**src/sv/spq_pkg.sv**
```systemverilog
// Package for the sorted priority queue: command and status codes,
// and the structs passed between the top level and the cell row.
// No dependencies.
`default_nettype none

package spq_pkg;

  localparam int unsigned VALUE_W = 32;
  localparam int unsigned COUNT_W = 5;

  typedef enum logic [1:0] {
    CMD_INSERT = 2'd0,
    CMD_REMOVE = 2'd1,
    CMD_CLEAR  = 2'd2
  } cmd_t;

  typedef enum logic [1:0] {
    ST_OK    = 2'd0,
    ST_EMPTY = 2'd1,
    ST_FULL  = 2'd2
  } status_t;

  // broadcast to every cell
  typedef struct packed {
    logic                       ins;
    logic signed [VALUE_W-1:0]  value;
  } ctrl_t;

  // handed from a cell to its tail-side neighbour
  typedef struct packed {
    logic                       ge;
    logic signed [VALUE_W-1:0]  entry;
  } link_t;

endpackage

`default_nettype wire

```
**src/sv/spq_cell.sv**
```systemverilog
// One slot of the sorted queue: holds an entry and shifts on insert.
// Depends on spq_pkg.
`default_nettype none

module spq_cell (
  input  wire logic          clk,
  input  wire spq_pkg::ctrl_t ctrl,
  input  wire logic          occupied,
  input  wire spq_pkg::link_t left,
  output spq_pkg::link_t     right
);

  logic signed [spq_pkg::VALUE_W-1:0] entry;
  logic signed [spq_pkg::VALUE_W-1:0] entry_next;
  logic                               ge;

  assign ge = occupied && (entry >= ctrl.value);

  always_comb begin
    if (ge) begin
      entry_next = entry;
    end else if (left.ge) begin
      entry_next = ctrl.value;
    end else begin
      entry_next = left.entry;
    end
  end

  always_ff @(posedge clk) begin
    if (ctrl.ins) begin
      entry <= entry_next;
    end
  end

  assign right.ge    = ge;
  assign right.entry = entry;

endmodule

`default_nettype wire

```
**src/sv/sorted_priority_queue.sv**
```systemverilog
// Sorted priority queue, top level: fill count, result register, cell row.
// Depends on spq_pkg and spq_cell.
`default_nettype none

// Keeps up to CAPACITY signed 32-bit values in descending order in a row of
// cells, each comparing its entry with the incoming value so an insert
// lands in place, all cells updating together. One request is taken per cycle and its
// result appears in the output register on the next; a stalled output only
// holds the input off when the result register is still full. Commands:
// insert, remove smallest, clear; code 3 reports the state unchanged.
// Entries come out of reset undefined; the fill count alone marks them.
module sorted_priority_queue #(
  parameter int unsigned CAPACITY = 16
) (
  input  wire logic        clk,
  input  wire logic        rst,
  input  wire logic        s_tvalid,
  output logic             s_tready,
  input  wire logic [31:0] s_tdata,   // value[31:0]
  input  wire logic [1:0]  s_tuser,   // cmd[1:0]
  output logic             m_tvalid,
  input  wire logic        m_tready,
  output logic [39:0]      m_tdata    // largest[31:0], empty_res[32], count[37:33], status[39:38]
);

  localparam int unsigned FW = $clog2(CAPACITY + 1);
  localparam logic [FW-1:0] CAP_F = FW'(CAPACITY);

  logic                               accept;
  spq_pkg::cmd_t                      cmd;
  logic [FW-1:0]                      fill;
  logic [FW-1:0]                      fill_next;
  spq_pkg::status_t                   status_next;
  logic                               ins_ok;
  spq_pkg::ctrl_t                     ctrl;
  spq_pkg::link_t                     links [CAPACITY+1];
  logic signed [spq_pkg::VALUE_W-1:0] head_next;
  logic [FW+spq_pkg::COUNT_W-1:0]     fill_ext;

  logic signed [spq_pkg::VALUE_W-1:0] res_largest;
  logic                               res_empty;
  logic [spq_pkg::COUNT_W-1:0]        res_count;
  spq_pkg::status_t                   res_status;

  assign s_tready = !m_tvalid || m_tready;
  assign accept   = s_tvalid && s_tready;
  assign cmd      = spq_pkg::cmd_t'(s_tuser);

  always_comb begin
    fill_next   = fill;
    status_next = spq_pkg::ST_OK;
    ins_ok      = 1'b0;
    case (cmd)
      spq_pkg::CMD_INSERT: begin
        if (fill == CAP_F) begin
          status_next = spq_pkg::ST_FULL;
        end else begin
          ins_ok    = 1'b1;
          fill_next = fill + 1'b1;
        end
      end
      spq_pkg::CMD_REMOVE: begin
        if (fill == '0) begin
          status_next = spq_pkg::ST_EMPTY;
        end else begin
          fill_next = fill - 1'b1;
        end
      end
      spq_pkg::CMD_CLEAR: begin
        fill_next = '0;
      end
      default: begin
        fill_next = fill;
      end
    endcase
  end

  assign ctrl.ins   = accept && ins_ok;
  assign ctrl.value = $signed(s_tdata);

  // head side of the row always accepts the new value
  assign links[0].ge    = 1'b1;
  assign links[0].entry = '0;

  for (genvar i = 0; i < CAPACITY; i++) begin : g_cell
    localparam logic [FW-1:0] IDX = FW'(i);
    spq_cell u_cell (
      .clk      (clk),
      .ctrl     (ctrl),
      .occupied (IDX < fill),
      .left     (links[i]),
      .right    (links[i+1])
    );
  end

  always_comb begin
    if (fill_next == '0) begin
      head_next = '0;
    end else if (ins_ok && !links[1].ge) begin
      head_next = ctrl.value;
    end else begin
      head_next = links[1].entry;
    end
  end

  assign fill_ext = {{spq_pkg::COUNT_W{1'b0}}, fill_next};

  always_ff @(posedge clk) begin
    if (rst) begin
      fill     <= '0;
      m_tvalid <= 1'b0;
    end else begin
      if (accept) begin
        fill <= fill_next;
      end
      if (accept) begin
        m_tvalid <= 1'b1;
      end else if (m_tready) begin
        m_tvalid <= 1'b0;
      end
    end
  end

  always_ff @(posedge clk) begin
    if (accept) begin
      res_largest <= head_next;
      res_empty   <= (fill_next == '0);
      res_count   <= fill_ext[spq_pkg::COUNT_W-1:0];
      res_status  <= status_next;
    end
  end

  assign m_tdata = {res_status, res_count, res_empty, res_largest};

  a_fill_bound: assert property (@(posedge clk) disable iff (rst) fill <= CAP_F)
    else $error("fill count beyond capacity");

  a_empty_match: assert property (@(posedge clk) disable iff (rst)
    m_tvalid |-> (res_empty == (fill == '0)))
    else $error("empty flag disagrees with fill count");

  a_clear_empty: assert property (@(posedge clk) disable iff (rst)
    (accept && cmd == spq_pkg::CMD_CLEAR) |=> (m_tvalid && res_empty && fill == '0))
    else $error("clear did not empty the queue");

  a_head_sorted: assert property (@(posedge clk) disable iff (rst)
    (fill >= FW'(2)) |-> (links[1].entry >= links[2].entry))
    else $error("head entries out of order");

endmodule

`default_nettype wire

```
**config.mk**
```make
export PLATFORM = sky130hd
export DESIGN_NAME = sorted_priority_queue
export DESIGN_NICKNAME = d
export VERILOG_FILES = /design/src/sv/spq_pkg.sv /design/src/sv/spq_cell.sv /design/src/sv/sorted_priority_queue.sv
export SDC_FILE = /design/constraint.sdc
export NUM_CORES = 1
export LEC_CHECK = 0
export BUFFER_PORTS_ARGS = -buffer_cell sky130_fd_sc_hd__buf_2
export CAP_MARGIN = 10
export CORE_MARGIN = 2
export CORE_UTILIZATION = 40
export CTS_CLUSTER_DIAMETER = 120
export DETAILED_ROUTE_END_ITERATION = 12
export PLACE_DENSITY = 0.63
export REMOVE_ABC_BUFFERS = 1
export SETUP_SLACK_MARGIN = 0.1
export SLEW_MARGIN = 20
export SYNTH_ARGS = -nofsm -noshare
export SYNTH_HDL_FRONTEND = slang
export SYNTH_HIERARCHICAL = 1
export SYNTH_SLANG_ARGS = --single-unit
```
**constraint.sdc**
```tcl
create_clock -name clk -period 4.4 [get_ports clk]
set_clock_uncertainty 0.2 [all_clocks]
set_input_delay 0.66 -clock clk [delete_from_list [all_inputs] [get_ports clk]]
set_output_delay 0.66 -clock clk [all_outputs]
set_load 0.05 [all_outputs]
```
### Word-level counts from Yosys, hierarchy flattened

Index checks and enable logic that the tools add are counted.

| cells by class | value |
|---|---|
| add/subtract/negate cells | 2 |
| magnitude comparators | 2 |
| equal/unequal tests | 3 |
| muxes and demuxes | 11 |
| bitwise gates (word level) | 1 |
| reduce and logical (&&, ||, !) cells | 12 |

Operators by type and width:

| operator | count |
|---|---|
| 32-bit >= comparator | 1 |
| 32-bit two-way mux | 1 |
| 5-bit one-hot mux with 3 select lines | 1 |
| 5-bit logical NOT | 2 |
| 5-bit two-way mux | 2 |
| 5-bit by 1-bit adder with 5-bit output (second input constant) | 1 |
| 5-bit == test (second input constant) | 1 |
| 1-bit by 5-bit < comparator with 1-bit output (first input constant) | 1 |
| 1-bit two-way mux | 5 |
| 5-bit by 1-bit subtractor with 5-bit output (second input constant) | 1 |
| 1-bit logical AND | 4 |
| 2-bit one-hot mux with 2 select lines | 1 |
| 2-bit by 1-bit == test with 1-bit output (second input constant) | 1 |
| 2-bit == test (second input constant) | 1 |
| 1-bit logical NOT | 2 |
| 2-bit logical NOT | 1 |
| 2-bit two-way mux | 1 |
| 2-bit AND reduction | 1 |
| 2-bit nonzero test | 1 |
| 1-bit logical OR | 1 |
| 1-bit NOT | 1 |

| storage, ports and cells | value |
|---|---|
| register bits after elaboration | 78 |
| input port bits | 38 |
| output and inout bits | 42 |
| word-level logic and storage cells | 38 |

### Logic depth before layout (Yosys ltp)

Gate-level depths: netlist of run 1.

| logic depth | value |
|---|---|
| depth after elaboration | 5 |
| gate-level depth with buffers | 12 |

### Cells and area by module

Netlist of run 1, hierarchy kept.

Modules (own cells, without submodules):

| module | times used | cells an instance | area an instance (µm²) |
|---|---|---|---|
| sorted_priority_queue | 1 | 207 | 2494.9 |
| spq_cell | 1 | 190 | 2213.4 |

### Least setup slack after synthesis of run 1

OpenSTA, ideal clock, no wires.

| path | value |
|---|---|
| path type | in2reg |
| from | input port s_tdata[14] |
| to | register g_cell[0].u_cell/entry[0] in the netlist's numbering (enable) |
| setup time | 0.422 ns |
| arrival | 3.335 ns |
| required time | 3.778 ns |
| slack | 0.442 ns |
| stages on the path | 7 |
| buffers on the path | 0 |
| cells stage by stage | inv_1 > ha_1 > nand4_2 > or4_4 > a21oi_2 > nor3_1 > a311oi_2 |

| between the ends | value |
|---|---|
| word-level cells in the longest chain between the ends | 4 |

Ends and longest elaborated chain:

| what | line | text |
|---|---|---|
| from (decl) | sorted_priority_queue.sv:19 | `input wire logic [31:0] s_tdata,` |
| 32-bit >= comparator | spq_cell.sv:17 | `assign ge = occupied && (entry >= ctrl.value);` |
| 1-bit logical AND | spq_cell.sv:17 |  |
| 1-bit NOT (no line) | n/a |  |
| 2-bit AND reduction (no line) | n/a |  |
| to (signal assigned) | spq_cell.sv:31 | `entry <= entry_next;` |
| to (decl) | spq_cell.sv:13 | `logic signed [spq_pkg::VALUE_W-1:0] entry;` |

Every way passes these cells.
A chain may end at the register's enable or synchronous reset.

### Final worst setup path of run 1

| path | value |
|---|---|
| from | register fill[0] |
| to | register res_largest[23] in the netlist's numbering, data pin |

| between the ends | value |
|---|---|
| word-level cells in the longest chain between the ends | 5 |
| elaborated cells on any way between the ends | 15 |
| those cells by class | add/sub (2); order compare (1); eq/ne (1); mux (6); reduce/logical (5) |

Ends and longest elaborated chain:

| what | line | text |
|---|---|---|
| from (decl) | sorted_priority_queue.sv:31 | `logic [FW-1:0] fill;` |
| from (signal assigned) | sorted_priority_queue.sv:114 | `fill <= fill_next;` |
| branches (longest 5 deep; another with 5-bit by 1-bit subtractor with 5-bit output) | n/a |  |
| to (signal assigned) | sorted_priority_queue.sv:126 | `res_largest <= head_next;` |
| to (decl) | sorted_priority_queue.sv:40 | `logic signed [spq_pkg::VALUE_W-1:0] res_largest;` |

Parallel ways; which one is timed is not known.

==> flow_summary.yaml, run 1 <==
status:
  run_status: "finished clean"
synth:
  netlist-cell-type-count: 58
  netlist_instances: 397
  synth_seq_area_share: 0.485
  synth_flop_cell: "edfxtp_1"
  post_synth.cell_area_avg_um2: 11.9
  syn-cell-area_um2: 4710
  synth.ff_latch_count: 78
  number_of_enable_flip_flop_cells_after_synthesis: 72
  ys.warnings.count: 6
  synth-async-reset-ratio: 0
route:
  ant_nets: 0
  drt-wirelength-per-cell_um: 16.2
  detailedRoute.firstPassIterationCount: 4
  wl_mm: 10.5
  vias_per_cell: 5.22
  route.vias.total: 3384
  first_iter_violations: 169
  drcViolationCount: 0
final_layout:
  multi_input_area_um2: 2270
  antenna_cells_inserted: 0
  nNetsFinal: 572
  area.sequential_um2: 2280
  final_cell_count_no_fill: 648
  final_cell_mix: "buf_2, edfxtp_1, inv_1"
  finish.instance_area_um2: 5650
  nFillCells: 1015
  layout_commonest_cell: "buf_2"
  final_layout_size_suffix_gt1_frac: 0.283
  flow.area_growth_from_synthesis_pct: 19.9
setup_path:
  worst_setup_path_end_kind: "flop"
  data_required_critical_path_ps: 4230
  crit_fanout: 20
  worst_ep_arrival_time_ps: 2980
  cp-start-kind: "flop"
  crit_path_cell_trace: "inv_1, ha_1, or3b_1, o21ai_2, o2111ai_1, o21ai_2, buf_4, a31oi_1"
  worst_path_most_repeated_cell: "o21ai_2"
  cell_with_the_largest_stage_delay_on_the_worst_path: "or3b_1"
  regToRegSetupSlack_ps: 1250
  timing.setup.critical_path_class: "reg -> reg"
  critical-path-max-stage-delay_ps: 500
power:
  power.leakage_nw: 2.32
  total_switching_power_uw: 689
  total_power_per_unit_cell_area_nw_per_um2: 394
  p_int_mw: 1.54
  sequential_share_of_power: 0.409
  netSwitchingFraction: 0.310
  ir_drop_v: 0.000240
  p_comb_frac: 0.238
  pwr-share-clk: 0.353
clocking:
  cts_tree: "yes"
  post_cts_resized: 0
  cts-htree-levels: 3
  clk_pin_slew_ps: 60
  numCtsBuffers: 9
  clock-root-buffer: "clkbuf_16"
  post-cts-setup-buffers: 0
  cts_hold_fix_bufs: 0
  insertion_delay_ps: 330
  clock-sinks: 78
  largest_buffer_count_on_any_clock_path: 2
die:
  die_w_um: 112
  floorplan.core_area_um2: 11500
  die_area_um2: 12700
  initial_core_util: 0.411
  fp.dieH_um: 112
  num_io_pins: 80
  row_count: 39
sta:
  final.period_utilization: 0.716
  final.setup.tns_ps: 0
  worst_pin_slew_ps: 885
  final_max_slew_viol_count: 0
  worst_slew_margin_rel: 0.409
  setup-violations-final: 0
  hold_viol_final: 0
  setup_repair_after_global_routing_missed_its_margin: "no"
  max_freq_ghz: 0.318
  timing.final.crit_period_ps: 3150
global_route:
  grt_pass1_wl_mm: 17.3
  gr-usage-all-layers: 0.173
  via_count_of_the_first_global_routing_pass: 3445
  grt_antenna_before_repair: 0
  global_route.overflow_total: 0
  grt_start_max_net_pins: 34
job:
  cap_violations: 0
hold_path:
  hp-class: "reg -> reg"
placed_design:
  placed_cells_incl_taps: 632
  gpl.final_weighted_congestion: 0.876
  hpwlAfterDp_mm: 7.29
  post_dp_cell_area_um2: 5330
  buffer_ports.inserted: 79
[Yosys cell counts (all sizes together), types with 3 or more instances]
cell	number	area [um^2]
edfxtp	72	2160
inv	41	154
ha	34	425
a31oi	33	206
mux2	32	360
mux2i	32	320
buf	23	129
a21oi	18	93.8
nor2	18	77.6
nand2	13	48.8
o21ai	10	61.3
nor3	8	51.3
o211ai	7	57.6
dfxtp	6	120
nand4	6	58.8
a211oi	5	37.5
and3	3	18.8
nand2b	3	18.8
nor2b	3	18.8
[critical path, delay by kind of cell (launching register included)]
kind,cells,cell delay (ps)
compound gates,4,1000
simple gates,1,500
buf+inv,2,550
fa+ha+maj,1,230
flops,1,360
[state kept, by name, summed over array words and instances (netlist names)]
name / flops
g_cell.u_cell/entry: 32
m_tvalid: 1
res_status: 2
fill: 5
res_empty: 1
res_largest: 32
res_count: 5
[stage by stage]
stage	setup WS, ps	util	power [mW]	hold slack [ps]
global placement	1060	0.465	1.45	309
global route	1020	0.492	2.32	370
finish	1250	0.492	2.23	341
CTS	1240	0.492	2.24	340
floorplan	442	-	1.31	315
detailed placement	959	0.465	1.46	326
[path summary, 6_finish.rpt]
path	start	end	cells past startpoint
setup / recovery	fill[0]	res_largest[23]	8
hold / removal	m_tvalid	m_tvalid	2
hold reg to reg	m_tvalid	m_tvalid	2
setup reg to reg	fill[0]	res_largest[23]	8
[cell families after synthesis]
logic type      Yosys count  synth area share
compound gates           86             0.131
fa+ha+maj                34            0.0904
buf+inv                  66            0.0617
flops                    78             0.485
mux                      64             0.145
other cells               2           0.00160
simple gates             67            0.0858
[metal layers]
metal  track usage  up-vias  share of wire  routed length, um
met2         0.287       83           0.49               5140
li1              -     1664              -                  -
met4        0.0553        0          0.012                130
met3        0.0351       11          0.046                483
met5             0        -              0                  0
met1         0.229     1626           0.45               4750
[power by group through the flow]
stage	Sequential [mW]	Combinational (mW)	Clock (mW)
3_3_place_gp	0.925	0.521	0
3_5_place_dp	0.926	0.529	0
6_report	0.911	0.530	0.785
2_1_floorplan	1.07	0.238	0
4_1_cts	0.911	0.531	0.802
5_1_grt	0.918	0.575	0.831
[layout make-up]
cell class	count	area share
Timing Repair Buffer	86	0.0793
Clock inverter	7	0.0157
Inverter	41	0.0273
Tap cell	143	0.0317
Clock buffer	9	0.0399
Multi-Input combinational cell	284	0.402
Sequential cell	78	0.404
Power figures use the tool's default switching activity.
==> inputs of run 2 (changes only) <==
clock period = 3.3 ns   (was 4.4 ns; I/O delays follow)
==> flow_summary.yaml, run 2 (same netlist as run 1, synthesis figures left out) <==
clocking:
  largest_buffer_count_on_any_clock_path: 2
  cts_tree: "yes"
  clock-root-buffer: "clkbuf_16"
  cts_hold_fix_bufs: 0
  numCtsBuffers: 9
  clock-sinks: 78
  cts-htree-levels: 3
  insertion_delay_ps: 340
  post-cts-setup-buffers: 0
  clk_pin_slew_ps: 60
  post_cts_resized: 0
sta:
  setup_repair_after_global_routing_missed_its_margin: "no"
  final_max_slew_viol_count: 0
  worst_slew_margin_rel: 0.639
  fin_hold_ws_ps: 207
  hold_viol_final: 0
  worst_pin_slew_ps: 541
  final.period_utilization: 0.893
  setup-violations-final: 0
  max_freq_ghz: 0.339
  timing.final.crit_period_ps: 2950
power:
  total_power_per_unit_cell_area_nw_per_um2: 513
  power.leakage_nw: 2.33
  design_power_total_mw: 2.91
  ir_drop_v: 0.000250
job:
  cap_violations: 0
setup_path:
  data_required_critical_path_ps: 3170
  crit_fanout: 25
  cp-start-kind: "flop"
  worst_setup_path_end_kind: "flop"
  timing.setup.critical_path_class: "reg -> reg"
  worst_ep_arrival_time_ps: 2820
global_route:
  grt_antenna_before_repair: 0
  grt_pass1_wl_mm: 16.8
  global_route.overflow_total: 0
  grt_start_max_net_pins: 34
  gr-usage-all-layers: 0.170
  via_count_of_the_first_global_routing_pass: 3285
route:
  drcViolationCount: 0
  wl_mm: 10.2
  first_iter_violations: 117
  ant_nets: 0
  route.vias.total: 3392
  detailedRoute.firstPassIterationCount: 5
  drt-wirelength-per-cell_um: 15.8
  vias_per_cell: 5.22
placed_design:
  buffer_ports.inserted: 79
  gpl.final_weighted_congestion: 0.845
  post_dp_cell_area_um2: 5380
  hpwlAfterDp_mm: 7.13
final_layout:
  layout_commonest_cell: "buf_2"
  area.sequential_um2: 2280
  nFillCells: 1045
  multi_input_area_um2: 2270
  postLayoutCoreUtil: 0.494
  reg_top3: "g_cell.u_cell/entry x32, res_largest x32"
  antenna_cells_inserted: 0
  finish.instance_area_um2: 5670
  final_layout_size_suffix_gt1_frac: 0.280
  flow.area_growth_from_synthesis_pct: 20.4
  nNetsFinal: 574
  final_cell_mix: "buf_2, edfxtp_1, inv_1"
die:
  row_count: 39
  num_io_pins: 80
  floorplan.core_area_um2: 11500
  initial_core_util: 0.411
  die_w_um: 112
  die_area_um2: 12700
  fp.dieH_um: 112
hold_path:
  hp-class: "in -> reg"
status:
  run_status: "finished clean"
## run 2: cell count changes in the layout (fill, tap and decap cells not counted), sizes merged
cell | previous run | this run
clkinvlp | 2 | 1
bufinv | 2 | 1
clkbuf | 9 | 11
buf | 86 | 88
## run 2: cell type report
| class | instances | area share |
|---|---|---|
| sequential | 78 | 0.403 |
| multi-input combinational | 284 | 0.400 |
| timing repair buffer | 88 | 0.0883 |
| clock buffer | 11 | 0.0411 |
| tap | 143 | 0.0316 |
| inverter | 41 | 0.0272 |
| clock inverter | 5 | 0.00883 |
## run 2: per-stage QoR
stage / instances / worst slack (ps) / setup TNS [ps]
after floorplan: 403 / -493 / -28330
after global placement: 634 / 150 / 0
after detailed placement: 634 / 75.8 / 0
after CTS: 650 / 333 / 0
after global routing: 650 / 151 / 0
final: 650 / 354 / 0
## run 2: power breakdown
group          leakage [nW]  total (mW)  internal [mW]  switching, mW
Sequential            0.738        1.21           1.18         0.0314
Combinational          1.46       0.720          0.222          0.498
Clock                 0.135       0.975          0.580          0.395
Total                  2.33        2.91           1.98          0.924
## run 2: final timing paths
check	start	end	slack, ps	cells past startpoint
max	g_cell[0].u_cell/entry[13]	res_largest[5]	350	10
max reg2reg	g_cell[0].u_cell/entry[13]	res_largest[5]	350	10
min	s_tvalid	m_tvalid	210	3
min reg2reg	m_tvalid	m_tvalid	350	2
## run 2: per-layer routing
layer,vias up,GRT usage,part of all wire
met5,-,0,0
met4,0,0.0610,0.017
met3,15,0.0324,0.038
met2,73,0.271,0.47
met1,1624,0.234,0.48
li1,1680,-,-
## run 2: worst max-delay path: stages (launching register included)
cell and delay (ps):
edfxtp_1 390, ha_1 330, nand4_2 160, or4_4 580
a21oi_2 130, nor4_1 90, o22ai_2 260, nor2_4 80
buf_12 190, mux2i_1 200, a31oi_1 70
==> inputs of run 3 (changes only) <==
CORE_UTILIZATION = 45   (was 40)
PLACE_DENSITY = 0.69   (was 0.63)
==> flow_summary.yaml, run 3 (same netlist as run 1, synthesis figures left out) <==
status:
  run_status: "finished clean"
power:
  p_int_mw: 1.68
  ir_drop_v: 0.000231
  total_switching_power_uw: 891
  pwr-share-clk: 0.246
  netSwitchingFraction: 0.347
  total_power_per_unit_cell_area_nw_per_um2: 462
  power.leakage_nw: 2.29
  p_comb_frac: 0.282
  sequential_share_of_power: 0.472
route:
  wl_mm: 10.0
  detailedRoute.firstPassIterationCount: 4
  drt-wirelength-per-cell_um: 15.6
  route.vias.total: 3390
  vias_per_cell: 5.26
  first_iter_violations: 155
  ant_nets: 0
  drcViolationCount: 0
setup_path:
  crit_end: "res_largest[1]"
  timing.setup.critical_path_class: "reg -> reg"
  cp-start-kind: "flop"
  worst_ep_arrival_time_ps: 2840
  cp_top_family: "compound AO/OA/AOI/OAI gates"
  crit_path_cell_trace: "inv_1, ha_1, nor3b_2, a21boi_1, a22o_1, o21ai_2, buf_12, a31oi_1"
  data_required_critical_path_ps: 3170
  cp-startpoint: "fill[0]"
  timing.critical_path.buf_inv: 2
  critical-path-max-stage-delay_ps: 600
  worst_setup_path_end_kind: "flop"
  r2r_cells: 8
  worst_r2r_startpoint: "fill[0]"
  cp_num_cells: 8
  reg2reg_to: "res_largest[1]"
  crit_fanout: 21
  cell_with_the_largest_stage_delay_on_the_worst_path: "o21ai_2"
  regToRegSetupSlack_ps: 330
final_layout:
  nNetsFinal: 576
  final_layout_size_suffix_gt1_frac: 0.285
  final_cell_mix: "buf_2, edfxtp_1, inv_1"
  layout_commonest_cell: "buf_2"
  reg_top3: "g_cell.u_cell/entry x32, res_largest x32"
  multi_input_area_um2: 2270
  antenna_cells_inserted: 0
  flow.area_growth_from_synthesis_pct: 18.0
  area.sequential_um2: 2280
  nFillCells: 888
  finish.instance_area_um2: 5560
  final_cell_count_no_fill: 645
clocking:
  clock-sinks: 78
  clk_pin_slew_ps: 90
  cts-htree-levels: 3
  cts_hold_fix_bufs: 0
  post-cts-setup-buffers: 0
  largest_buffer_count_on_any_clock_path: 2
  numCtsBuffers: 9
  insertion_delay_ps: 350
  clock-root-buffer: "clkbuf_8"
  post_cts_resized: 0
  cts_tree: "yes"
sta:
  final.period_utilization: 0.899
  setup_repair_after_global_routing_missed_its_margin: "no"
  worst_pin_slew_ps: 764
  setup-violations-final: 0
  hold_viol_final: 0
  max_freq_ghz: 0.337
  final_max_slew_viol_count: 0
  timing.final.crit_period_ps: 2970
  worst_slew_margin_rel: 0.490
global_route:
  via_count_of_the_first_global_routing_pass: 3380
  grt_pass1_wl_mm: 16.4
  grt_antenna_before_repair: 0
  gr-usage-all-layers: 0.186
  global_route.overflow_total: 0
  grt_start_max_net_pins: 34
die:
  die_area_um2: 11300
  row_count: 37
  die_w_um: 106
  initial_core_util: 0.460
  num_io_pins: 80
  fp.dieH_um: 106
  floorplan.core_area_um2: 10200
hold_path:
  hp-class: "in -> reg"
placed_design:
  hpwlAfterDp_mm: 7.28
  gpl.final_weighted_congestion: 0.880
  post_dp_cell_area_um2: 5390
  placed_cells_incl_taps: 629
  buffer_ports.inserted: 79
job:
  cap_violations: 0
==> run 3: metrics by stage <==
stage	setup WS, ps	TNS [ps]	util	power [mW]	hold WS (ps)
5_1_grt	105	0	0.543	2.69	190
3_5_place_dp	114	0	0.527	1.96	342
3_3_place_gp	148	0	0.527	1.94	303
2_1_floorplan	-493	-28330	-	1.75	315
4_1_cts	331	0	0.543	2.59	169
6_report	332	0	0.543	2.57	183
==> run 3: metal layers <==
layer / part of all wire / vias to the layer above / global-route usage / wire (um)
met5: 0 / - / 0 / 0
met4: 0.019 / 0 / 0.0724 / 187
met3: 0.058 / 17 / 0.0423 / 578
met2: 0.50 / 100 / 0.317 / 5020
met1: 0.42 / 1584 / 0.230 / 4240
li1: - / 1689 / - / -
==> run 3: worst reg2reg max path: cells and delay by family, from the launching register on <==
kind / cells / cell delay, ps
adders and majority gates: 1 / 240
AOI/OAI and AO/OA: 4 / 1150
DFF: 1 / 370
buffers and inverters: 2 / 410
and+or+nand+nor: 1 / 310
==> run 3: how the worst min path moves through the flow <==
stage | slack (ps) | start | to | cells after the start
2_1_floorplan | 310 | fill[1] | fill[1] | 2
3_3_place_gp | 300 | m_tvalid | m_tvalid | 2
5_1_grt | 190 | rst | fill[0] | 2
4_1_cts | 170 | rst | fill[0] | 2
6_report | 180 | rst | fill[0] | 2
3_5_place_dp | 340 | m_tvalid | m_tvalid | 2
==> run 3: cell type report <==
class | instances | area share
multi-input combinational | 284 | 0.408
sequential | 78 | 0.411
tap | 136 | 0.0306
clock buffer | 10 | 0.0230
inverter | 41 | 0.0277
clock inverter | 6 | 0.00676
timing repair buffer | 90 | 0.0928
==> run 3: power groups by stage <==
stage	clock, mW	sequential, mW	combinational [mW]
2_1_floorplan	0	1.43	0.317
4_1_cts	0.650	1.21	0.724
6_report	0.631	1.21	0.724
3_5_place_dp	0	1.23	0.722
3_3_place_gp	0	1.23	0.703
5_1_grt	0.687	1.22	0.781
